==> src/hdl/csqe_pkg.sv <==
// Shared constants, escape kind codes and helper functions for the quote escaper.
package csqe_pkg;

  localparam int unsigned BYTE_W = 8;
  localparam int unsigned SEQ_N  = 4;
  localparam int unsigned CNT_W  = 2;

  typedef logic [BYTE_W-1:0] byte_t;
  typedef logic [SEQ_N-1:0][BYTE_W-1:0] seq_t;
  typedef logic [CNT_W-1:0] cnt_t;
  typedef logic [2:0] kind_t;

  localparam byte_t CTL_LIMIT = 8'd30;
  localparam byte_t CH_BSLASH = 8'd92;
  localparam byte_t CH_DQUOTE = 8'd34;
  localparam byte_t CH_SQUOTE = 8'd39;
  localparam byte_t CH_NL     = 8'd10;
  localparam byte_t CH_TAB    = 8'd9;
  localparam byte_t CH_CR     = 8'd13;
  localparam byte_t CH_N      = 8'd110;
  localparam byte_t CH_T      = 8'd116;
  localparam byte_t CH_R      = 8'd114;
  localparam byte_t CH_X      = 8'd120;

  // escape kinds, decided at the input stage
  localparam kind_t K_PASS  = 3'd0;
  localparam kind_t K_NL    = 3'd1;
  localparam kind_t K_TAB   = 3'd2;
  localparam kind_t K_CR    = 3'd3;
  localparam kind_t K_BSL   = 3'd4;
  localparam kind_t K_QUOTE = 3'd5;
  localparam kind_t K_HEX   = 3'd6;

  // configuration register index
  localparam logic REG_QUOTE = 1'b0;

  function automatic byte_t hex_digit(input logic [3:0] v);
    byte_t r;
    if (v < 4'd10) begin
      r = 8'd48 + {4'd0, v};
    end else begin
      r = 8'd87 + {4'd0, v};
    end
    return r;
  endfunction

  function automatic kind_t classify(input byte_t b, input byte_t q);
    kind_t k;
    if (b == CH_NL) begin
      k = K_NL;
    end else if (b == CH_TAB) begin
      k = K_TAB;
    end else if (b == CH_CR) begin
      k = K_CR;
    end else if (b == CH_BSLASH) begin
      k = K_BSL;
    end else if ((q != 8'd0) && (b == q)) begin
      k = K_QUOTE;
    end else if ((q == 8'd0) && ((b == CH_DQUOTE) || (b == CH_SQUOTE))) begin
      k = K_QUOTE;
    end else if (b < CTL_LIMIT) begin
      k = K_HEX;
    end else begin
      k = K_PASS;
    end
    return k;
  endfunction

endpackage

==> src/hdl/c_string_quote_escaper_unit.sv <==
// Top level of the C string quote escaper: classify, expand and serialize stages.
//
//  channel | dir | handshake                      | payload
//  --------+-----+--------------------------------+----------------------------------
//  in_     | in  | in_tvalid / in_tready          | tdata = in_byte, tlast = in_end
//  out_    | out | out_tvalid / out_tready        | tdata = out_byte, tlast = run_last,
//          |     |                                | tuser = out_end
//  cfg_    | in  | APB psel/penable, pready high  | reg 0 at byte address 0: quote_char
//
// Three register stages: classify (stage 1), build the escape sequence (stage 2),
// serialize it (stage 3, which also is the output register). A byte that passes
// through costs one output beat, an escaped one two, a hex escape four; the
// serializer in stage 3 sets the rate, so the input runs at one beat per cycle
// while output bytes do.
// Synchronous active-low reset clears the valid bits and quote_char. A stall at
// out_tready holds every stage that is full; empty stages still fill.
module c_string_quote_escaper_unit (
  input  logic       clk,
  input  logic       rst_n,
  // input stream
  input  logic       in_tvalid,
  output logic       in_tready,
  input  logic [7:0] in_tdata,   // [7:0] in_byte
  input  logic       in_tlast,   // in_end
  // output stream
  output logic       out_tvalid,
  input  logic       out_tready,
  output logic [7:0] out_tdata,  // [7:0] out_byte
  output logic       out_tlast,  // run_last
  output logic       out_tuser,  // [0] out_end
  // configuration port
  input  logic       cfg_psel,
  input  logic       cfg_penable,
  input  logic       cfg_pwrite,
  input  logic [2:0] cfg_paddr,
  input  logic [31:0] cfg_pwdata,
  output logic [31:0] cfg_prdata,
  output logic       cfg_pready
);

  // ---------------------------------------------------------------- config
  csqe_pkg::byte_t quote_r;
  logic            cfg_wr;

  assign cfg_pready = 1'b1;
  assign cfg_wr     = cfg_psel & cfg_penable & cfg_pwrite & cfg_pready;

  always_ff @(posedge clk) begin
    if (!rst_n) begin
      quote_r <= 8'd0;
    end else if (cfg_wr && (cfg_paddr[2] == csqe_pkg::REG_QUOTE)) begin
      quote_r <= cfg_pwdata[7:0];
    end
  end

  // only one register; everything past it reads as zero
  assign cfg_prdata = (cfg_paddr[2] == csqe_pkg::REG_QUOTE) ? {24'd0, quote_r} : 32'd0;

  // ------------------------------------------------------- stage handshakes
  logic s1_vld_r, s2_vld_r, s3_vld_r;
  logic s1_rdy, s2_rdy, s3_rdy;
  logic out_beat, s3_last;

  csqe_pkg::cnt_t  s3_cnt_r;  // beats remaining after the current one

  assign s3_last  = (s3_cnt_r == '0);
  assign out_beat = s3_vld_r & out_tready;
  // stage 3 frees up on the final beat of its run
  assign s3_rdy   = ~s3_vld_r | (out_beat & s3_last);
  assign s2_rdy   = ~s2_vld_r | s3_rdy;
  assign s1_rdy   = ~s1_vld_r | s2_rdy;
  assign in_tready = s1_rdy;

  // ------------------------------------------------------ stage 1: classify
  csqe_pkg::byte_t s1_byte_r;
  csqe_pkg::kind_t s1_kind_r;
  logic            s1_end_r;

  always_ff @(posedge clk) begin
    if (!rst_n) begin
      s1_vld_r <= 1'b0;
    end else if (s1_rdy) begin
      s1_vld_r <= in_tvalid;
    end
  end

  always_ff @(posedge clk) begin
    if (s1_rdy && in_tvalid) begin
      s1_byte_r <= in_tdata;
      s1_end_r  <= in_tlast;
      s1_kind_r <= csqe_pkg::classify(in_tdata, quote_r);
    end
  end

  // ------------------------------------------------ stage 2: build sequence
  csqe_pkg::seq_t s2_seq_r, s2_seq_nxt;
  csqe_pkg::cnt_t s2_cnt_r, s2_cnt_nxt;
  logic           s2_end_r;

  always_comb begin
    s2_seq_nxt = '0;
    s2_cnt_nxt = 2'd1;
    s2_seq_nxt[0] = csqe_pkg::CH_BSLASH;
    case (s1_kind_r)
      csqe_pkg::K_NL:    s2_seq_nxt[1] = csqe_pkg::CH_N;
      csqe_pkg::K_TAB:   s2_seq_nxt[1] = csqe_pkg::CH_T;
      csqe_pkg::K_CR:    s2_seq_nxt[1] = csqe_pkg::CH_R;
      csqe_pkg::K_BSL:   s2_seq_nxt[1] = csqe_pkg::CH_BSLASH;
      csqe_pkg::K_QUOTE: s2_seq_nxt[1] = s1_byte_r;
      csqe_pkg::K_HEX: begin
        s2_seq_nxt[1] = csqe_pkg::CH_X;
        s2_seq_nxt[2] = csqe_pkg::hex_digit(s1_byte_r[7:4]);
        s2_seq_nxt[3] = csqe_pkg::hex_digit(s1_byte_r[3:0]);
        s2_cnt_nxt    = 2'd3;
      end
      default: begin
        // plain byte: single beat
        s2_seq_nxt[0] = s1_byte_r;
        s2_cnt_nxt    = 2'd0;
      end
    endcase
  end

  always_ff @(posedge clk) begin
    if (!rst_n) begin
      s2_vld_r <= 1'b0;
    end else if (s2_rdy) begin
      s2_vld_r <= s1_vld_r;
    end
  end

  always_ff @(posedge clk) begin
    if (s2_rdy && s1_vld_r) begin
      s2_seq_r <= s2_seq_nxt;
      s2_cnt_r <= s2_cnt_nxt;
      s2_end_r <= s1_end_r;
    end
  end

  // --------------------------------------------------- stage 3: serializer
  csqe_pkg::seq_t s3_seq_r;
  logic           s3_end_r;

  always_ff @(posedge clk) begin
    if (!rst_n) begin
      s3_vld_r <= 1'b0;
    end else if (s3_rdy) begin
      s3_vld_r <= s2_vld_r;
    end
  end

  always_ff @(posedge clk) begin
    if (s3_rdy && s2_vld_r) begin
      // load the next run straight behind the final beat of this one
      s3_seq_r <= s2_seq_r;
      s3_cnt_r <= s2_cnt_r;
      s3_end_r <= s2_end_r;
    end else if (out_beat && !s3_last) begin
      // advance: shift the next byte of the run to the front
      s3_seq_r <= {8'd0, s3_seq_r[3:1]};
      s3_cnt_r <= s3_cnt_r - 2'd1;
    end
  end

  assign out_tvalid = s3_vld_r;
  assign out_tdata  = s3_seq_r[0];
  assign out_tlast  = s3_last;
  assign out_tuser  = s3_end_r & s3_last;

endmodule

==> config.mk <==
export PLATFORM = sky130hd
export DESIGN_NAME = c_string_quote_escaper_unit
export DESIGN_NICKNAME = d
export VERILOG_FILES = /design/src/hdl/csqe_pkg.sv /design/src/hdl/c_string_quote_escaper_unit.sv
export SDC_FILE = /design/constraint.sdc
export NUM_CORES = 1
export LEC_CHECK = 0
export BUFFER_PORTS_ARGS = -buffer_cell sky130_fd_sc_hd__buf_2
export CAP_MARGIN = 20
export CORE_ASPECT_RATIO = 0.5
export CORE_MARGIN = 3
export CORE_UTILIZATION = 31
export DETAILED_ROUTE_END_ITERATION = 10
export PLACE_DENSITY = 0.5
export REMOVE_ABC_BUFFERS = 1
export SYNTH_ARGS = -nofsm -noshare
export SYNTH_HDL_FRONTEND = slang
export SYNTH_SLANG_ARGS = --single-unit
==> constraint.sdc <==
create_clock -name clk -period 3.5 [get_ports clk]
set_clock_uncertainty 0.1 [all_clocks]
set_input_delay 0.7 -clock clk [delete_from_list [all_inputs] [get_ports clk]]
set_output_delay 0.7 -clock clk [all_outputs]
set_load 0.01 [all_outputs]
==> run_results.csv <==
group,metric,value,unit
sta,fmax,429,MHz
synth,ys_ff_latch,89,
synth,ys_seq_area_frac,0.611,
cts,cts_root_buf,"clkbuf_16",
synth,synth-simple-area-share,0.188,
synth,yosysUniqueCellTypes,44,
sta,final-setup-viol-count,0,
pwr,pwr-share-comb,0.083,
floorplan,row_count,29,
routing,wirelength,7.66,mm
grt,grt_use_met1,0.145,
cts,cts.sinks,89,
placement,dp_hpwl,5.08,mm
placement,gp_congestion,0.799,
synth,synth_area,4190,sq um
setup_path,r2r-start,"s3_cnt_r[0]$_DFFE_PP_",
setup_path,worstSetupPathDepth,5,
routing,drtIter0Drc,144,
setup_path,path_cells,"inv_1 -> ha_1 -> a21boi_2 -> nand3_1 -> buf_2",
sta,maxSlewViolCount,0,
grt,gr-usage-met3,0.0370,
synth,synthMuxAreaShare,0.00269,
synth,synthAdderAreaFrac,0.00896,
grt,antenna_found_initial,0,
synth,avgSynthCellArea,11.1,sq um
grt,grt.busiest_layer,"met2",
routing,viasPerCell,4.36,
layout,stdcell_count,588,
floorplan,die-area,15000,sq um
pwr,swShare,0.228,
cts,cts_setup_buffers,0,
routing,drt_pass1_iterations,4,
pwr,clockPowerShare,0.370,
cts,clockBufferDepth,2,
run_status,outcome,"complete, no violations",
grt,grt_pass1_wl,12.4,mm
synth,synth_xor_xnor_area_share,0.0230,
synth,syn_inst,378,
synth,synth_top_cell_by_area,"edfxtp_1",
synth,synth_top_family_by_area,"simple AND/OR/NAND/NOR gates",
sta,slew_headroom,0.639,
pwr,p_leak,1.89,nW
sta,tightestPinTransition,0.542,ns
hold_path,hold_end,"s2_end_r$_DFFE_PP_",
cts,htreeDepth,3,
grt,grt_max_degree,34,
layout,final_nets,468,
setup_path,r2r_end,"s3_seq_r[25]$_SDFFCE_PN0P_",
setup_path,critical_path_required,2.70,ns
floorplan,core_area,13000,sq um
cts,cts_hold_buf,0,
setup_path,cp_max_fo,6,
hold_path,hold-path-cell-count,0,
cts,tritoncts,"built",
layout,antenna_cells,0,
cts,cts.repair.resized,0,
sta,fin_crit,2.33,ns
cts,clk_pin_slew,0.06,ns
cts,cts_buffers,9,
pwr,seqPwrFrac,0.547,
pwr,powerDensity,483,nW/um^2
routing,drc,0,
grt,grt_pass1_vias,2490,
setup_path,path_buf_inv,2,
cts,clk_latency,0.33,ns
synth,synth-compound-area-share,0.0770,
routing,ant_nets,0,
floorplan,die_h,88.2,um
routing,num_vias,2565,
grt,met2_usage,0.158,
floorplan,initial_core_util,0.324,
grt,grt.overflow.total,0,
sta,fin_crit_sh,0.667,
floorplan,io_pins,96,
setup_path,path_delay_family,"flip-flops",
pwr,peakVddDrop,0.000200,V
setup_path,critPathLaunchType,"register",
placement,dp.cells,573,
job,maxCapViolCount,0,
setup_path,r2r.worst_path.cells,7,
setup_path,endpoint_kind,"output pin",
sta,finalHoldViolCount,0,
grt,grt_util_all_layers,0.107,
pwr,p_switching,517,uW
hold_path,hold_path.class,"register to register",
setup_path,cp_slowest_cell,"edfxtp_1",
layout,areaGrowthSynthToFinish,12.2,%
setup_path,cp.arrival,1.53,ns
routing,wl_per_cell,13.0,um
hold_path,holdCritStartpoint,"s1_end_r$_DFFE_PP_",
placement,io_buffers,44,
setup_path,slowest_delay,0.35,ns
synth,yosysTopAreaCellShare,0.559,
floorplan,die_w,170,um
pwr,p_int,1.75,mW
setup_path,reg2reg_slack,1.22,ns
layout,post-route-util,0.363,
layout,drive_gt1_frac,0.167,
synth,yosysWarnings,0,
synth,synth_top_cells_by_area,"edfxtp_1 (56%), nand2_1 (8.2%), buf_4 (5.9%)",
sta,rsz0062_at_grt,"no",
setup_path,worst-setup-path-type,"register to output pin",
## synth_stat cells, drive strengths merged
cell,count
nand3b,1
a31oi,3
nor2,15
ha,3
o21bai,2
nor4b,1
o211ai,1
and2,13
buf,41
nand3,3
a21o,2
o21ai,4
a21oi,17
a21boi,11
xnor2,3
or2,1
nor3b,1
o311a,1
or3,1
edfxtp,78
nand4b,2
and3b,1
and3,1
clkbuf,5
nand2,92
a211oi,3
o32ai,1
nor4,5
and4b,3
inv,16
nor3,5
xor2,8
nor2b,10
dfxtp,11
nand2b,6
mux2,1
conb,2
o21a,4
## through the flow
| step | instance area, sq um | hold slack, ns | setup slack [ns] | setup TNS [ns] | total power, mW |
|---|---|---|---|---|---|
| after floorplan | 3970 | 0.300 | -0.323 | -10.66 | 1.38 |
| after global placement | 4450 | 0.302 | 1.02 | 0 | 1.45 |
| after detailed placement | 4450 | 0.307 | 1.02 | 0 | 1.46 |
| after CTS | 4700 | 0.325 | 1.13 | 0 | 2.30 |
| after global routing | 4700 | 0.336 | 0.991 | 0 | 2.37 |
| final | 4700 | 0.321 | 1.17 | 0 | 2.27 |
## layout by cell type (no fill, tap or decap), drive strengths merged, types with 2 or more instances in the layout
master,instances
inv,16
a211oi,3
nand3,3
a31oi,3
nand2b,6
o21a,4
a21oi,17
clkbuf,11
conb,25
clkinv,4
a21boi,11
xnor2,3
xor2,8
edfxtp,78
o21bai,2
ha,3
nor3,5
and2,13
and4b,3
nand2,92
nor4,5
nor2,15
nand4b,2
o21ai,4
a21o,2
nor2b,10
buf,48
dfxtp,11
## metal layers
metal | vias up | wire length (um)
met3 | 10 | 489
met4 | 0 | 119
met2 | 79 | 3210
met1 | 1166 | 3830
met5 | - | 0
li1 | 1310 | -
## registers in the layout, indices dropped and copies added, names as in the netlist
signal      count
out_tdata       8
out_tvalid      1
quote_r         8
s1_byte_r       8
s1_end_r        1
s1_kind_r       3
s1_vld_r        1
s2_cnt_r        2
s2_end_r        1
s2_seq_r       30
s2_vld_r        1
s3_cnt_r        2
s3_end_r        1
s3_seq_r       22
## power groups by stage
stage	combinational (mW)	sequential [mW]	clock, mW
floorplan	0.119	1.26	0
global placement	0.188	1.27	0
detailed placement	0.191	1.27	0
CTS	0.192	1.24	0.870
global route	0.214	1.25	0.908
finish	0.188	1.24	0.840
## layout make-up
class | count | area (sq um)
Fill cell | 1266 | 8250
Sequential cell | 89 | 2560
Multi-Input combinational cell | 250 | 1360
Timing Repair Buffer | 48 | 250
Clock buffer | 11 | 233
Tap cell | 170 | 213
Inverter | 16 | 60.1
Clock inverter | 4 | 21.3
## worst max path at each step
stage | from | end
6_report | s3_cnt_r[0]$_DFFE_PP_ | in_tready
5_1_grt | s3_cnt_r[0]$_DFFE_PP_ | s3_seq_r[25]$_SDFFCE_PN0P_
4_1_cts | s3_cnt_r[0]$_DFFE_PP_ | in_tready
3_5_place_dp | out_tready | s3_seq_r[30]$_SDFFCE_PN0P_
3_3_place_gp | out_tready | s3_seq_r[25]$_SDFFCE_PN0P_
2_1_floorplan | s3_cnt_r[0]$_DFFE_PP_ | s2_cnt_r[0]$_DFFE_PP_
## logic make-up after synthesis
kind of cell               after synthesis
AOI/OAI and AO/OA                       49
xor gates and xnor gates                11
adders and majority gates                3
buffers and inverters                   62
DFF                                     89
muxes                                    1
other                                    2
and+or+nand+nor                        161
No activity file was read; power rests on OpenSTA's default activity.
